===== src/hdl/gbgl_pkg.sv =====
`default_nettype none

package gbgl_pkg;

    localparam int CODE_W   = 16;
    localparam int ASCII_W  = 7;
    localparam int IDX_W    = 13;
    localparam int OFFSET_W = 18;
    localparam int WIDTH_W  = 5;
    localparam int SRC_W    = 2;
    localparam int CFG_IDX_W = 1;

    // Glyph storage sizes and extension font population
    localparam int NARROW_GLYPH_BYTES = 16;
    localparam int WIDE_GLYPH_BYTES   = 32;
    localparam int EXTRA_GLYPH_COUNT  = 30;

    localparam int EXTRA_LIST_LEN = 30;
    localparam int EXTRA_SEARCH   = (EXTRA_GLYPH_COUNT < EXTRA_LIST_LEN) ?
                                    EXTRA_GLYPH_COUNT : EXTRA_LIST_LEN;

    // GB2312 code space
    localparam logic [CODE_W-1:0] HANZI_FIRST = 16'h80A0;
    localparam logic [7:0] ROW_FIRST = 8'hB0;
    localparam logic [7:0] ROW_LAST  = 8'hF7;
    localparam logic [7:0] COL_FIRST = 8'hA1;
    localparam logic [7:0] COL_LAST  = 8'hFE;
    localparam int ROW_GLYPHS = 94;

    localparam logic [ASCII_W-1:0] ASCII_FIRST_RST = 7'h20;
    localparam logic [ASCII_W-1:0] ASCII_LAST_RST  = 7'h7E;

    localparam logic [WIDTH_W-1:0] NARROW_PIXELS = 5'd8;
    localparam logic [WIDTH_W-1:0] WIDE_PIXELS   = 5'd16;

    // Configuration register indexes
    localparam logic [CFG_IDX_W-1:0] REG_ASCII_FIRST = 1'b0;
    localparam logic [CFG_IDX_W-1:0] REG_ASCII_LAST  = 1'b1;

    typedef enum logic [SRC_W-1:0] {
        SRC_BLANK  = 2'd0,
        SRC_NARROW = 2'd1,
        SRC_MAIN   = 2'd2,
        SRC_EXTRA  = 2'd3
    } glyph_src_t;

    // Punctuation codes held in the extension font, in glyph order
    localparam logic [CODE_W-1:0] EXTRA_CODES [EXTRA_LIST_LEN] = '{
        16'hA1A2, 16'hA1A3, 16'hA1AA, 16'hA1AD, 16'hA1AE, 16'hA1AF, 16'hA1B0, 16'hA1B1,
        16'hA1B2, 16'hA1B3, 16'hA1B4, 16'hA1B5, 16'hA1B6, 16'hA1B7, 16'hA1B8, 16'hA1B9,
        16'hA1BA, 16'hA1BB, 16'hA1BE, 16'hA1BF, 16'hA3A1, 16'hA3A8, 16'hA3A9, 16'hA3AC,
        16'hA3AD, 16'hA3AE, 16'hA3BA, 16'hA3BB, 16'hA3BF, 16'hE0C5
    };

    // Lookup result before the offset multiply
    typedef struct packed {
        glyph_src_t       src;
        logic [IDX_W-1:0] idx;
        logic             wide;
    } glyph_loc_t;

endpackage

`default_nettype wire


===== src/hdl/gbgl_index.sv =====
`default_nettype none

// Classify one character code and compute its glyph number.
module gbgl_index (
    input  wire logic [gbgl_pkg::CODE_W-1:0]  code,
    input  wire logic [gbgl_pkg::ASCII_W-1:0] ascii_first,
    input  wire logic [gbgl_pkg::ASCII_W-1:0] ascii_last,
    output gbgl_pkg::glyph_loc_t              loc
);

    logic [7:0] hi;
    logic [7:0] lo;
    logic       hanzi;
    logic       main_hit;
    logic       narrow_hit;
    logic [6:0] row;
    logic [6:0] col;
    logic       extra_hit;
    logic [gbgl_pkg::IDX_W-1:0] extra_idx;

    assign hi    = code[15:8];
    assign lo    = code[7:0];
    assign hanzi = (code >= gbgl_pkg::HANZI_FIRST);

    assign main_hit = hanzi
                    && (hi >= gbgl_pkg::ROW_FIRST) && (hi <= gbgl_pkg::ROW_LAST)
                    && (lo >= gbgl_pkg::COL_FIRST) && (lo <= gbgl_pkg::COL_LAST);

    assign row = 7'(hi - gbgl_pkg::ROW_FIRST);
    assign col = 7'(lo - gbgl_pkg::COL_FIRST);

    assign narrow_hit = !hanzi
                      && (code >= {9'd0, ascii_first})
                      && (code <= {9'd0, ascii_last});

    // Parallel compare against the punctuation list; first match wins
    always_comb
    begin
        extra_hit = 1'b0;
        extra_idx = '0;
        for (int p = 0; p < gbgl_pkg::EXTRA_SEARCH; p++)
        begin
            if (!extra_hit && (code == gbgl_pkg::EXTRA_CODES[p]))
            begin
                extra_hit = 1'b1;
                extra_idx = gbgl_pkg::IDX_W'(p);
            end
        end
    end

    always_comb
    begin
        loc.wide = hanzi;
        if (main_hit)
        begin
            loc.src = gbgl_pkg::SRC_MAIN;
            loc.idx = gbgl_pkg::IDX_W'({25'd0, row} * gbgl_pkg::ROW_GLYPHS + {25'd0, col});
        end
        else if (hanzi && extra_hit)
        begin
            loc.src = gbgl_pkg::SRC_EXTRA;
            loc.idx = extra_idx;
        end
        else if (narrow_hit)
        begin
            loc.src = gbgl_pkg::SRC_NARROW;
            loc.idx = gbgl_pkg::IDX_W'(7'(code[6:0] - ascii_first));
        end
        else
        begin
            loc.src = gbgl_pkg::SRC_BLANK;
            loc.idx = '0;
        end
    end

endmodule

`default_nettype wire


===== src/hdl/gb2312_glyph_locator.sv =====
// Glyph locator for a GB2312 text renderer.
// Input stream (s_*): one 16-bit character code per transfer in s_tdata.
//   Codes from 0x80A0 up are GB2312 high:low byte pairs, lower codes are ASCII.
// Output stream (m_*): one result per input code, in order. m_tuser carries the
//   font source (0 blank, 1 narrow 8x16, 2 main hanzi, 3 punctuation extension);
//   m_tdata carries glyph index, byte offset into that font and pixel width.
// Config channel (cfg_*): cfg_index 0 writes ascii_first, 1 writes ascii_last
//   (7 bits each). Always ready; write only while no codes are in flight.
// Pipeline: two register stages, code then result; an accepted code waits in
//   the code stage until the result stage can take its located glyph.
// Throughput: one code per cycle while m_tready is high; the stages advance
//   independently, so bubbles collapse and an empty code stage still takes a
//   code while a result waits. Stall: with m_tready low the result holds;
//   s_tready drops only once both stages hold an item.
// Reset: clears all valid bits and restores ascii_first = 0x20 and
//   ascii_last = 0x7E; the block takes codes from the first edge after reset.
`default_nettype none

module gb2312_glyph_locator (
    input  wire logic        clk,
    input  wire logic        rst_n,
    input  wire logic        s_tvalid,
    output      logic        s_tready,
    input  wire logic [15:0] s_tdata,    // [15:0] char_code
    output      logic        m_tvalid,
    input  wire logic        m_tready,
    output      logic [39:0] m_tdata,    // [12:0] glyph_index, [30:13] byte_offset,
                                         // [35:31] glyph_width, [39:36] zero
    output      logic [1:0]  m_tuser,    // [1:0] glyph_source
    input  wire logic        cfg_valid,
    output      logic        cfg_ready,
    input  wire logic [0:0]  cfg_index,
    input  wire logic [6:0]  cfg_data
);

    // Configuration registers
    logic [gbgl_pkg::ASCII_W-1:0] ascii_first_reg, ascii_first_next;
    logic [gbgl_pkg::ASCII_W-1:0] ascii_last_reg,  ascii_last_next;

    // Stage 1: accepted code
    logic                        code_vld_reg, code_vld_next;
    logic [gbgl_pkg::CODE_W-1:0] code_reg,     code_next;

    // Located glyph of the held code
    gbgl_pkg::glyph_loc_t loc_comb;

    // Stage 2: result
    logic                          res_vld_reg,    res_vld_next;
    gbgl_pkg::glyph_src_t          res_src_reg,    res_src_next;
    logic [gbgl_pkg::IDX_W-1:0]    res_idx_reg,    res_idx_next;
    logic [gbgl_pkg::OFFSET_W-1:0] res_offset_reg, res_offset_next;
    logic [gbgl_pkg::WIDTH_W-1:0]  res_width_reg,  res_width_next;

    logic adv_code;
    logic adv_res;

    // A stage moves on when it is empty or its content moves downstream
    assign adv_res  = !res_vld_reg || m_tready;
    assign adv_code = !code_vld_reg || adv_res;

    assign s_tready  = adv_code;
    assign cfg_ready = 1'b1;

    // Decode config writes
    always_comb
    begin
        ascii_first_next = ascii_first_reg;
        ascii_last_next  = ascii_last_reg;
        if (cfg_valid)
        begin
            unique case (cfg_index)
                gbgl_pkg::REG_ASCII_FIRST: ascii_first_next = cfg_data;
                gbgl_pkg::REG_ASCII_LAST:  ascii_last_next  = cfg_data;
                default: ;
            endcase
        end
    end

    gbgl_index u_index (
        .code        (code_reg),
        .ascii_first (ascii_first_reg),
        .ascii_last  (ascii_last_reg),
        .loc         (loc_comb)
    );

    // Advance each stage's valid bit and payload
    always_comb
    begin
        code_vld_next = code_vld_reg;
        code_next     = code_reg;
        if (adv_code)
        begin
            code_vld_next = s_tvalid;
            code_next     = s_tdata;
        end

        res_vld_next    = res_vld_reg;
        res_src_next    = res_src_reg;
        res_idx_next    = res_idx_reg;
        res_offset_next = res_offset_reg;
        res_width_next  = res_width_reg;
        if (adv_res)
        begin
            res_vld_next = code_vld_reg;
            res_src_next = loc_comb.src;
            res_idx_next = loc_comb.idx;
            // Offset wraps at 18 bits; a blank glyph carries index zero
            if (loc_comb.wide)
            begin
                res_offset_next = gbgl_pkg::OFFSET_W'(
                    {19'd0, loc_comb.idx} * gbgl_pkg::WIDE_GLYPH_BYTES);
                res_width_next  = gbgl_pkg::WIDE_PIXELS;
            end
            else
            begin
                res_offset_next = gbgl_pkg::OFFSET_W'(
                    {19'd0, loc_comb.idx} * gbgl_pkg::NARROW_GLYPH_BYTES);
                res_width_next  = gbgl_pkg::NARROW_PIXELS;
            end
        end
    end

    // Control state
    always_ff @(posedge clk or negedge rst_n)
    begin
        if (!rst_n)
        begin
            ascii_first_reg <= gbgl_pkg::ASCII_FIRST_RST;
            ascii_last_reg  <= gbgl_pkg::ASCII_LAST_RST;
            code_vld_reg    <= 1'b0;
            res_vld_reg     <= 1'b0;
        end
        else
        begin
            ascii_first_reg <= ascii_first_next;
            ascii_last_reg  <= ascii_last_next;
            code_vld_reg    <= code_vld_next;
            res_vld_reg     <= res_vld_next;
        end
    end

    // Payload, no reset
    always_ff @(posedge clk)
    begin
        code_reg       <= code_next;
        res_src_reg    <= res_src_next;
        res_idx_reg    <= res_idx_next;
        res_offset_reg <= res_offset_next;
        res_width_reg  <= res_width_next;
    end

    assign m_tvalid = res_vld_reg;
    assign m_tuser  = res_src_reg;
    assign m_tdata  = {4'd0, res_width_reg, res_offset_reg, res_idx_reg};

endmodule

`default_nettype wire


===== config.mk =====
export PLATFORM = sky130hd
export DESIGN_NAME = gb2312_glyph_locator
export DESIGN_NICKNAME = d
export VERILOG_FILES = /design/src/hdl/gbgl_pkg.sv /design/src/hdl/gbgl_index.sv /design/src/hdl/gb2312_glyph_locator.sv
export SDC_FILE = /design/constraint.sdc
export NUM_CORES = 1
export LEC_CHECK = 0
export BUFFER_PORTS_ARGS = -buffer_cell sky130_fd_sc_hd__buf_2
export CAP_MARGIN = 20
export CORE_MARGIN = 10
export CORE_UTILIZATION = 30
export CTS_BUF_LIST = sky130_fd_sc_hd__clkbuf_8
export CTS_CLUSTER_SIZE = 25
export DETAILED_ROUTE_END_ITERATION = 12
export PLACE_DENSITY = 0.51
export SLEW_MARGIN = 20
export SYNTH_ARGS = -nofsm -noshare
export SYNTH_HDL_FRONTEND = slang
export SYNTH_SLANG_ARGS = --single-unit

===== constraint.sdc =====
create_clock -name clk -period 5.5 [get_ports clk]
set_clock_uncertainty 0.2 [all_clocks]
set_input_delay 1.65 -clock clk [delete_from_list [all_inputs] [get_ports clk]]
set_output_delay 1.65 -clock clk [all_outputs]
set_load 0.03 [all_outputs]

Yosys cells after proc, flatten, opt, wreduce, memory -nomap -nowiden
Index checks and enable logic that the tools add are counted.
- bitwise operators: 1
- $lt $le $gt $ge: 7
- multipliers: 1
- equality and inequality tests: 30
- reductions and logical operators: 73
- add/subtract/negate cells: 4
- multiplexer cells: 64
- operators with widths (cell ; number):
    == test 16 bit (second input constant) ; 30
    2-to-1 mux 5 bit ; 15
    logical AND 1 bit ; 36
    zero test 1 bit ; 32
    2-to-1 mux 4 bit ; 8
    2-to-1 mux 1 bit ; 31
    2-to-1 mux 14 bit ; 2
    2-to-1 mux 17 bit ; 1
    greater-or-equal comparator 16 bit (second input constant) ; 1
    greater-or-equal comparator 16 x 7 -> 1 bit ; 1
    greater-or-equal comparator 8 bit (second input constant) ; 2
    <= comparator 16 x 7 -> 1 bit ; 1
    <= comparator 8 bit (second input constant) ; 2
    subtractor 7 x 6 -> 7 bit (second input constant) ; 2
    adder 13 x 7 -> 13 bit ; 1
    2-to-1 mux 13 bit ; 1
    multiplier 7 x 6 -> 12 bit (second input constant) ; 1
    2-to-1 mux 3 bit ; 4
    subtractor 7 bit ; 1
    2-to-1 mux 2 bit ; 2
    AND reduction 2 bit ; 2
    logical OR 1 bit ; 2
    OR reduction 2 bit ; 1
    inverter 1 bit ; 1
- word-level logic and storage cells: 192
- register bits: 70
- bits of input ports: 29
- output and inout port bits: 45

Logic depth before layout (Yosys ltp)
Gate-level depths: netlist of the first run.
- word-level depth: 93
- gate-level depth with buffers: 15
- depth with buffers taken out: 15

Cells and area by module
From an unflattened synthesis of the first run, not the netlist that was laid out.
- cell total of the unflattened synthesis: 515
- area, all modules: 5288.8 sq um
- modules (own cells, without submodules) (module ; cells an instance ; instances ; seq. area each (sq um) ; area each (sq um)):
    gbgl_index ; 399 ; 1 ; 0.0 ; 2927.8
    gb2312_glyph_locator ; 116 ; 1 ; 1820.5 ; 2361.0

Worst setup path before layout of the first run
No wires, ideal clock.
- path type: reg-to-reg
- from: register code_reg[13] (netlist bit)
- to: register res_idx_reg[12] (netlist bit) (data pin)
- arrival time: 3.936 ns
- library setup time: 0.254 ns
- path buffers: 0
- path slack: 1.111 ns
- stages on the path, launching flop included: 14
- required time: 5.046 ns
- period minus slack after synthesis: 4.389 ns
- path through: edfxtp_1 > ha_1 > xnor2_1 > xnor2_1 > fa_1 > fa_1 > inv_1 > ha_1 > o21a_1 > a2111oi_0 > nor3_1 > xnor2_1 > o311a_1 > a21o_1
- RTL lines (what ; RTL line ; source):
    start, declared ; gb2312_glyph_locator.sv:42 ; logic [gbgl_pkg::CODE_W-1:0] code_reg, code_next;
    start signal, assigned ; gb2312_glyph_locator.sv:145 ; code_reg <= code_next;
    end signal, assigned ; gb2312_glyph_locator.sv:147 ; res_idx_reg <= res_idx_next;
    end, declared ; gb2312_glyph_locator.sv:50 ; logic [gbgl_pkg::IDX_W-1:0] res_idx_reg, res_idx_next;

==> run metrics, run 1 <==
outcome completed; Worst EP arrival 4570 ps; min Tclk post-route 4660 ps; Final WS setup 844 ps; Pwr Density 360 nW/µm²; Overflow after GRT 0; register area 1820 µm²; fin. max-slew vios 0; Pint 1.25 mW; Min-Delay Path Class register to register; clk root buf clkbuf_8; Num CTS Buffers 9; Reg2Reg Depth 12; H-tree Lvls 3; Cells on Worst Hold Path 1; Max Fclk 215 MHz; CP Max Fanout 6; hold slack 283 ps; Gate Count Post-Synth 564; CTS tree done; Post-DP HPWL 10900 µm; Synth Area per Inst 9.64 µm²; Die Span X 155 µm; Req. time, crit path 5420 ps; switching part of the total power 42.6%; Final Hold Viols 0; NetSw 0.930 mW; area occupied by multi-input gates 3200 µm²; Skew-Pair Late Insertion Delay 360 ps; Place WS 863 ps; setup TNS 0 ps; maximum clock path buffer count 2; hold path endpoint m_tvalid; Worst-Margin Slew 1040 ps; Area contributors post-synth edfxtp_1 26%, ha_1 13%, fa_1 5.2%; Worst path most repeated cell ha_1; layout cells sized above 1 17.3%; Pwr Total 2.18 mW; r2r setup slk 840 ps; DR WL/cell 16.2 µm; full die area 23900 µm²; post-CTS sizing 0; synth-to-layout area growth 11.4%; final wirelength 13800 µm; max_cap viols 0; DRT antenna net count 0; Crit Reg-Reg Startpoint code_reg[13]; critical path endpoint category register; flops & latches, synth 63; RSZ-0062 raised after global routing false; dpl cells 832; Async S/R FF share, synth 25.4%; top-count cell post-synth inv_1; DRT iter0 DRCs 305; Pre-antenna DRT Iters 4; leakage power figure 2.62 nW; Worst Hold Launch code_vld_reg; Post-CTS Setup Inserts 0; sequential area share after synthesis 33.5%; peak supply drop 0.216 mV; share of the synthesized area in the top cell type 26.0%; library cells used by synthesis 76; number of antenna diodes 0; Total Routing Usage GR 11.5%; CP max-delay cell fa_1; slowest stage delay, CP 490 ps; WP depth 12; area leader, netlist edfxtp_1; critical path class register to register; Gate power share 54.2%; Non-Filler Instances 848; via count 4212; startpoint types register; WP buf/inv 0; R2R Path End res_idx_reg[12]; Slew headroom 30.4%; Nets 715; CP delay by family, top adder cells; core area 17900 µm²; Post-synth EDFFs 47; max reg flops 16; CP cell instances ha_1, xnor2_1, ha_1, fa_1, fa_1, ha_1, o21a_1, a2111oi_0, nor3_1, xnor2_1, o311a_1, a21o_1; CTS Hold Bufs 0; Sink Count 63; drt drc 0; vias in the first global route 4296; Fill cells 1870; period utilization 84.6%; Top FF cell, synth edfxtp_1; Ports 74; global-route wire length before repair 22400 µm; vias per inst 4.97; largest net degree at the start of global routing 33; Die Ht 155 µm; clk slew on worst S/H paths 60 ps; Reg power frac 28.5%; clock share of power 17.3%; Initial Utilization 30.4%; Ys Warns 0; number of port buffers 61; Setup Viol. Count Final 0; synthesized cell area 5440 µm²; number of core rows 49; initial antenna violation count 0; GP Congestion 0.910; Post-synth top cells 63 x inv_1, 58 x ha_1, 47 x edfxtp_1
per-layer routing:
metal / share of wire (%) / vias up / wire (µm) / global-route usage, %
met3: 6.8 / 14 / 930 / 3.61
met1: 48 / 1968 / 6580 / 15.1
met5: 0 / - / 0 / 0
met2: 44 / 124 / 6100 / 17.8
met4: 1.2 / 0 / 161 / 2.97
li1: - / 2106 / - / -
how the worst max path moves through the flow:
| stage | slack (ps) | startpoint | to |
|---|---|---|---|
| after floorplan | 1110 | code_reg[13] | res_idx_reg[12] |
| after global placement | 890 | code_reg[12] | res_offset_reg[17] |
| final | 840 | code_reg[13] | res_idx_reg[12] |
| after detailed placement | 860 | code_reg[13] | res_idx_reg[12] |
| after global routing | 550 | code_reg[13] | res_idx_reg[12] |
| after CTS | 840 | code_reg[13] | res_idx_reg[12] |
through the flow:
step / cell area, µm² / util (%)
after floorplan: 5470 / -
after global placement: 5870 / 32.8
after detailed placement: 5870 / 32.8
after CTS: 6050 / 33.8
after global routing: 6050 / 33.8
final: 6050 / 33.8
power groups by stage:
| stage | Sequential, mW | Combinational, mW | Clock, mW |
|---|---|---|---|
| final | 0.621 | 1.18 | 0.377 |
| after global placement | 0.629 | 1.17 | 0 |
| after global routing | 0.629 | 1.35 | 0.415 |
| after CTS | 0.622 | 1.20 | 0.395 |
| after floorplan | 0.672 | 0.907 | 0 |
| after detailed placement | 0.631 | 1.19 | 0 |
final cells by class:
| type | instances | share of cell area [%] |
|---|---|---|
| Clock buffer | 9 | 2.05 |
| Clock inverter | 7 | 0.951 |
| Inverter | 64 | 3.97 |
| Multi-Input combinational cell | 412 | 52.8 |
| Sequential cell | 63 | 30.1 |
| Tap cell | 229 | 4.73 |
| Timing Repair Buffer | 64 | 5.41 |
placed cells by master (no fill, tap or decap), types with 5 or more instances in the layout:
cell,synthesis,layout
edfxtp_1,47,47
ha_1,58,58
dfrtp_1,9,9
nor2b_1,8,8
xor2_1,10,10
nand2b_1,9,8
a21oi_1,26,26
o21ai_0,31,31
nor3_1,14,14
o31ai_1,7,7
nand3_1,15,15
nand3b_1,5,5
conb_1,2,12
inv_1,63,65
nand2_1,37,37
nor2_1,35,35
o21a_1,5,5
dfstp_2,7,7
xnor2_1,18,18
buf_2,8,61
clkbuf_8,0,9
a21o_1,5,5
mux2_2,8,8
fa_1,14,14
nand4_1,10,10
cell families after synthesis:
family                   synth area share (%)
AND/OR/NAND/NOR                          16.6
buffers and inverters                    8.40
AO/OA/AOI/OAI                            16.1
other                                   0.138
flip-flops                               33.5
adder cells (fa/ha/maj)                  18.5
multiplexers                             2.21
XOR/XNOR                                 4.51
Note: power is estimated with default switching activity, not from simulation.
==> run 2, diff against run 1 <==
Settings changed: PLACE_DENSITY 0.51 to 0.53.
Clock period 5.5 ns to 4.16 ns, I/O delays scaled along.
==> run metrics, run 2 (synthesized netlist as in run 1, its figures left out) <==
via count 4400 (was 4212); clk root buf clkbuf_8 (unchanged); number of port buffers 61 (unchanged); min Tclk post-route 4200 ps (was 4660 ps); startpoint types register (unchanged); maximum clock path buffer count 2 (unchanged); DR WL/cell 15.9 µm (was 16.2 µm); Pre-antenna DRT Iters 4 (unchanged); H-tree Lvls 3 (unchanged); r2r setup slk -40 ps (was 840 ps); Final Hold Viols 0 (unchanged); global-route wire length before repair 23100 µm (was 22400 µm); register area 1820 µm² (unchanged); Slew headroom 33.8% (was 30.4%); Num CTS Buffers 9 (unchanged); Skew-Pair Late Insertion Delay 340 ps (was 360 ps); Final WS setup -40.2 ps (was 844 ps); Worst EP arrival 4110 ps (was 4570 ps); outcome finished with violations (was completed); Die Span X 155 µm (unchanged); peak supply drop 0.409 mV (was 0.216 mV); initial antenna violation count 0 (unchanged); hold slack 273 ps (was 283 ps); Req. time, crit path 4070 ps (was 5420 ps); RSZ-0062 raised after global routing true (was false); fin. max-slew vios 0 (unchanged); max reg flops 16 (unchanged); critical path endpoint category register (unchanged); number of antenna diodes 0 (unchanged); Worst-Margin Slew 993 ps (was 1040 ps); CP Max Fanout 4 (was 6); clk slew on worst S/H paths 70 ps (was 60 ps); drt drc 0 (unchanged); commonest non-fill, non-tap cell in the layout inv_1 (unchanged); full die area 23900 µm² (unchanged); Nets 751 (was 715); largest net degree at the start of global routing 33 (unchanged); Sink Count 63 (unchanged); CP cell instances inv_2, ha_4, xnor2_4, xnor2_2, fa_1, fa_1, inv_2, ha_4, o21a_4, a2111oi_4, nor3_2, xnor2_1, o311a_1, a21o_1 (was ha_1, xnor2_1, ha_1, fa_1, fa_1, ha_1, o21a_1, a2111oi_0, nor3_1, xnor2_1, o311a_1, a21o_1); period utilization 101% (was 84.6%); slowest stage delay, CP 560 ps (was 490 ps); Initial Utilization 30.4% (unchanged); Crit Reg-Reg Startpoint code_reg[12] (was code_reg[13]); met1 GRT Util 15.2% (was 15.1%); dpl cells 861 (was 832); Min-Delay Path Class register to register (unchanged); vias per inst 4.98 (was 4.97); Non-Filler Instances 884 (was 848); Total Routing Usage GR 11.6% (was 11.5%); DRT antenna net count 0 (unchanged); final wirelength 14000 µm (was 13800 µm); CTS tree done (unchanged); leakage power figure 2.82 nW (was 2.62 nW); Setup Viol. Count Final 2 (was 0); layout cells sized above 1 24.7% (was 17.3%); critical path class register to register (unchanged); Die Ht 155 µm (unchanged); Overflow after GRT 0 (unchanged); Ports 74 (unchanged); Critical path destination res_offset_reg[17] (was res_idx_reg[12]); GP Congestion 0.901 (was 0.910); area occupied by multi-input gates 3370 µm² (was 3200 µm²); CP max-delay cell fa_1 (unchanged); number of core rows 49 (unchanged); Reg2Reg Depth 14 (was 12); met2 GRT Util 18.3% (was 17.8%); Max Fclk 238 MHz (was 215 MHz); commonest cells after routing, fill and taps aside 63 x inv_1, 61 x buf_2, 52 x ha_1 (was 65 x inv_1, 61 x buf_2, 58 x ha_1); core area 17900 µm² (unchanged); R2R Path End res_offset_reg[17] (was res_idx_reg[12]); Crit. Startpoint code_reg[12] (was code_reg[13]); vias in the first global route 4560 (was 4296); failing checks setup timing; GR peak layer met2 (unchanged); DRT iter0 DRCs 301 (was 305); Fill cells 1824 (was 1870); synth-to-layout area growth 19.6% (was 11.4%); routing usage on met3 3.08% (was 3.61%); max_cap viols 0 (unchanged); Post-DP HPWL 11200 µm (was 10900 µm); Pwr Density 528 nW/µm² (was 360 nW/µm²)
-- run 2: changes by cell type in the layout (fill, tap and decap cells not counted), moves of 2 or more --
| cell | delta |
|---|---|
| a21oi_1 | -2 |
| a21oi_2 | +2 |
| buf_4 | +36 |
| ha_1 | -6 |
| ha_4 | +5 |
| inv_1 | -2 |
| inv_2 | +2 |
| xnor2_1 | -3 |
| xnor2_4 | +2 |
| xor2_1 | -2 |
| xor2_2 | +2 |
-- run 2: per-layer routing --
metal | part of all wire, % | vias up | wire, µm
li1 | - | 2179 | -
met1 | 49 | 2080 | 6820
met2 | 45 | 124 | 6270
met3 | 5.3 | 17 | 745
met4 | 1.3 | 0 | 188
met5 | 0 | - | 0
-- run 2: critical path, delay by kind of cell, from the launching register on --
family,cells,cell delay (ps)
simple gates,1,110
fa+ha+maj,4,1460
xor+xnor,3,460
compound gates,4,1100
buf+inv,2,190
flops,1,440
-- run 2: power breakdown --
part	internal, mW	switching, mW
combinational	0.993	1.12
clock	0.285	0.223
sequential	0.767	0.0481
total	2.05	1.39
-- run 2: per-stage QoR --
step                setup WS [ps]  total power [mW]  TNS, ps  utilization [%]  cell area [µm²]
floorplan                   -6.63              2.13    -13.3                -             5520
global placement            -37.9              2.63    -75.7             34.3             6130
detailed placement           -102              2.66     -336             34.3             6130
CTS                         -32.3              3.30    -58.1             35.7             6390
global route                 -156              3.72     -506             36.3             6500
finish                      -40.2              3.43    -77.0             36.3             6500
-- run 2: timing repair --
| item | in CTS | in global routing |
|---|---|---|
| hold endpoints to repair | 0 | 0 |
| pin swaps | 4 | 19 |
| hold buffers | 0 | 0 |
| setup buffers | 5 | 3 |
| gates resized for setup | 3 | 15 |
| setup endpoints to repair | 7 | 10 |
-- run 2: worst min-delay path by stage --
stage,start,endpoint,depth (start not counted)
6_report,code_vld_reg,m_tvalid,1
5_1_grt,code_vld_reg,m_tvalid,1
3_5_place_dp,code_vld_reg,m_tvalid,1
3_3_place_gp,code_vld_reg,m_tvalid,1
2_1_floorplan,code_vld_reg,m_tvalid,1
4_1_cts,code_vld_reg,m_tvalid,1
-- run 2: final cells by class --
| class | count | share of cell area [%] |
|---|---|---|
| inverter | 64 | 3.69 |
| tap | 229 | 4.41 |
| clock buffer | 10 | 2.12 |
| clock inverter | 6 | 0.808 |
| multi-input combinational | 412 | 51.8 |
| sequential | 63 | 28.0 |
| timing repair buffer | 100 | 9.20 |
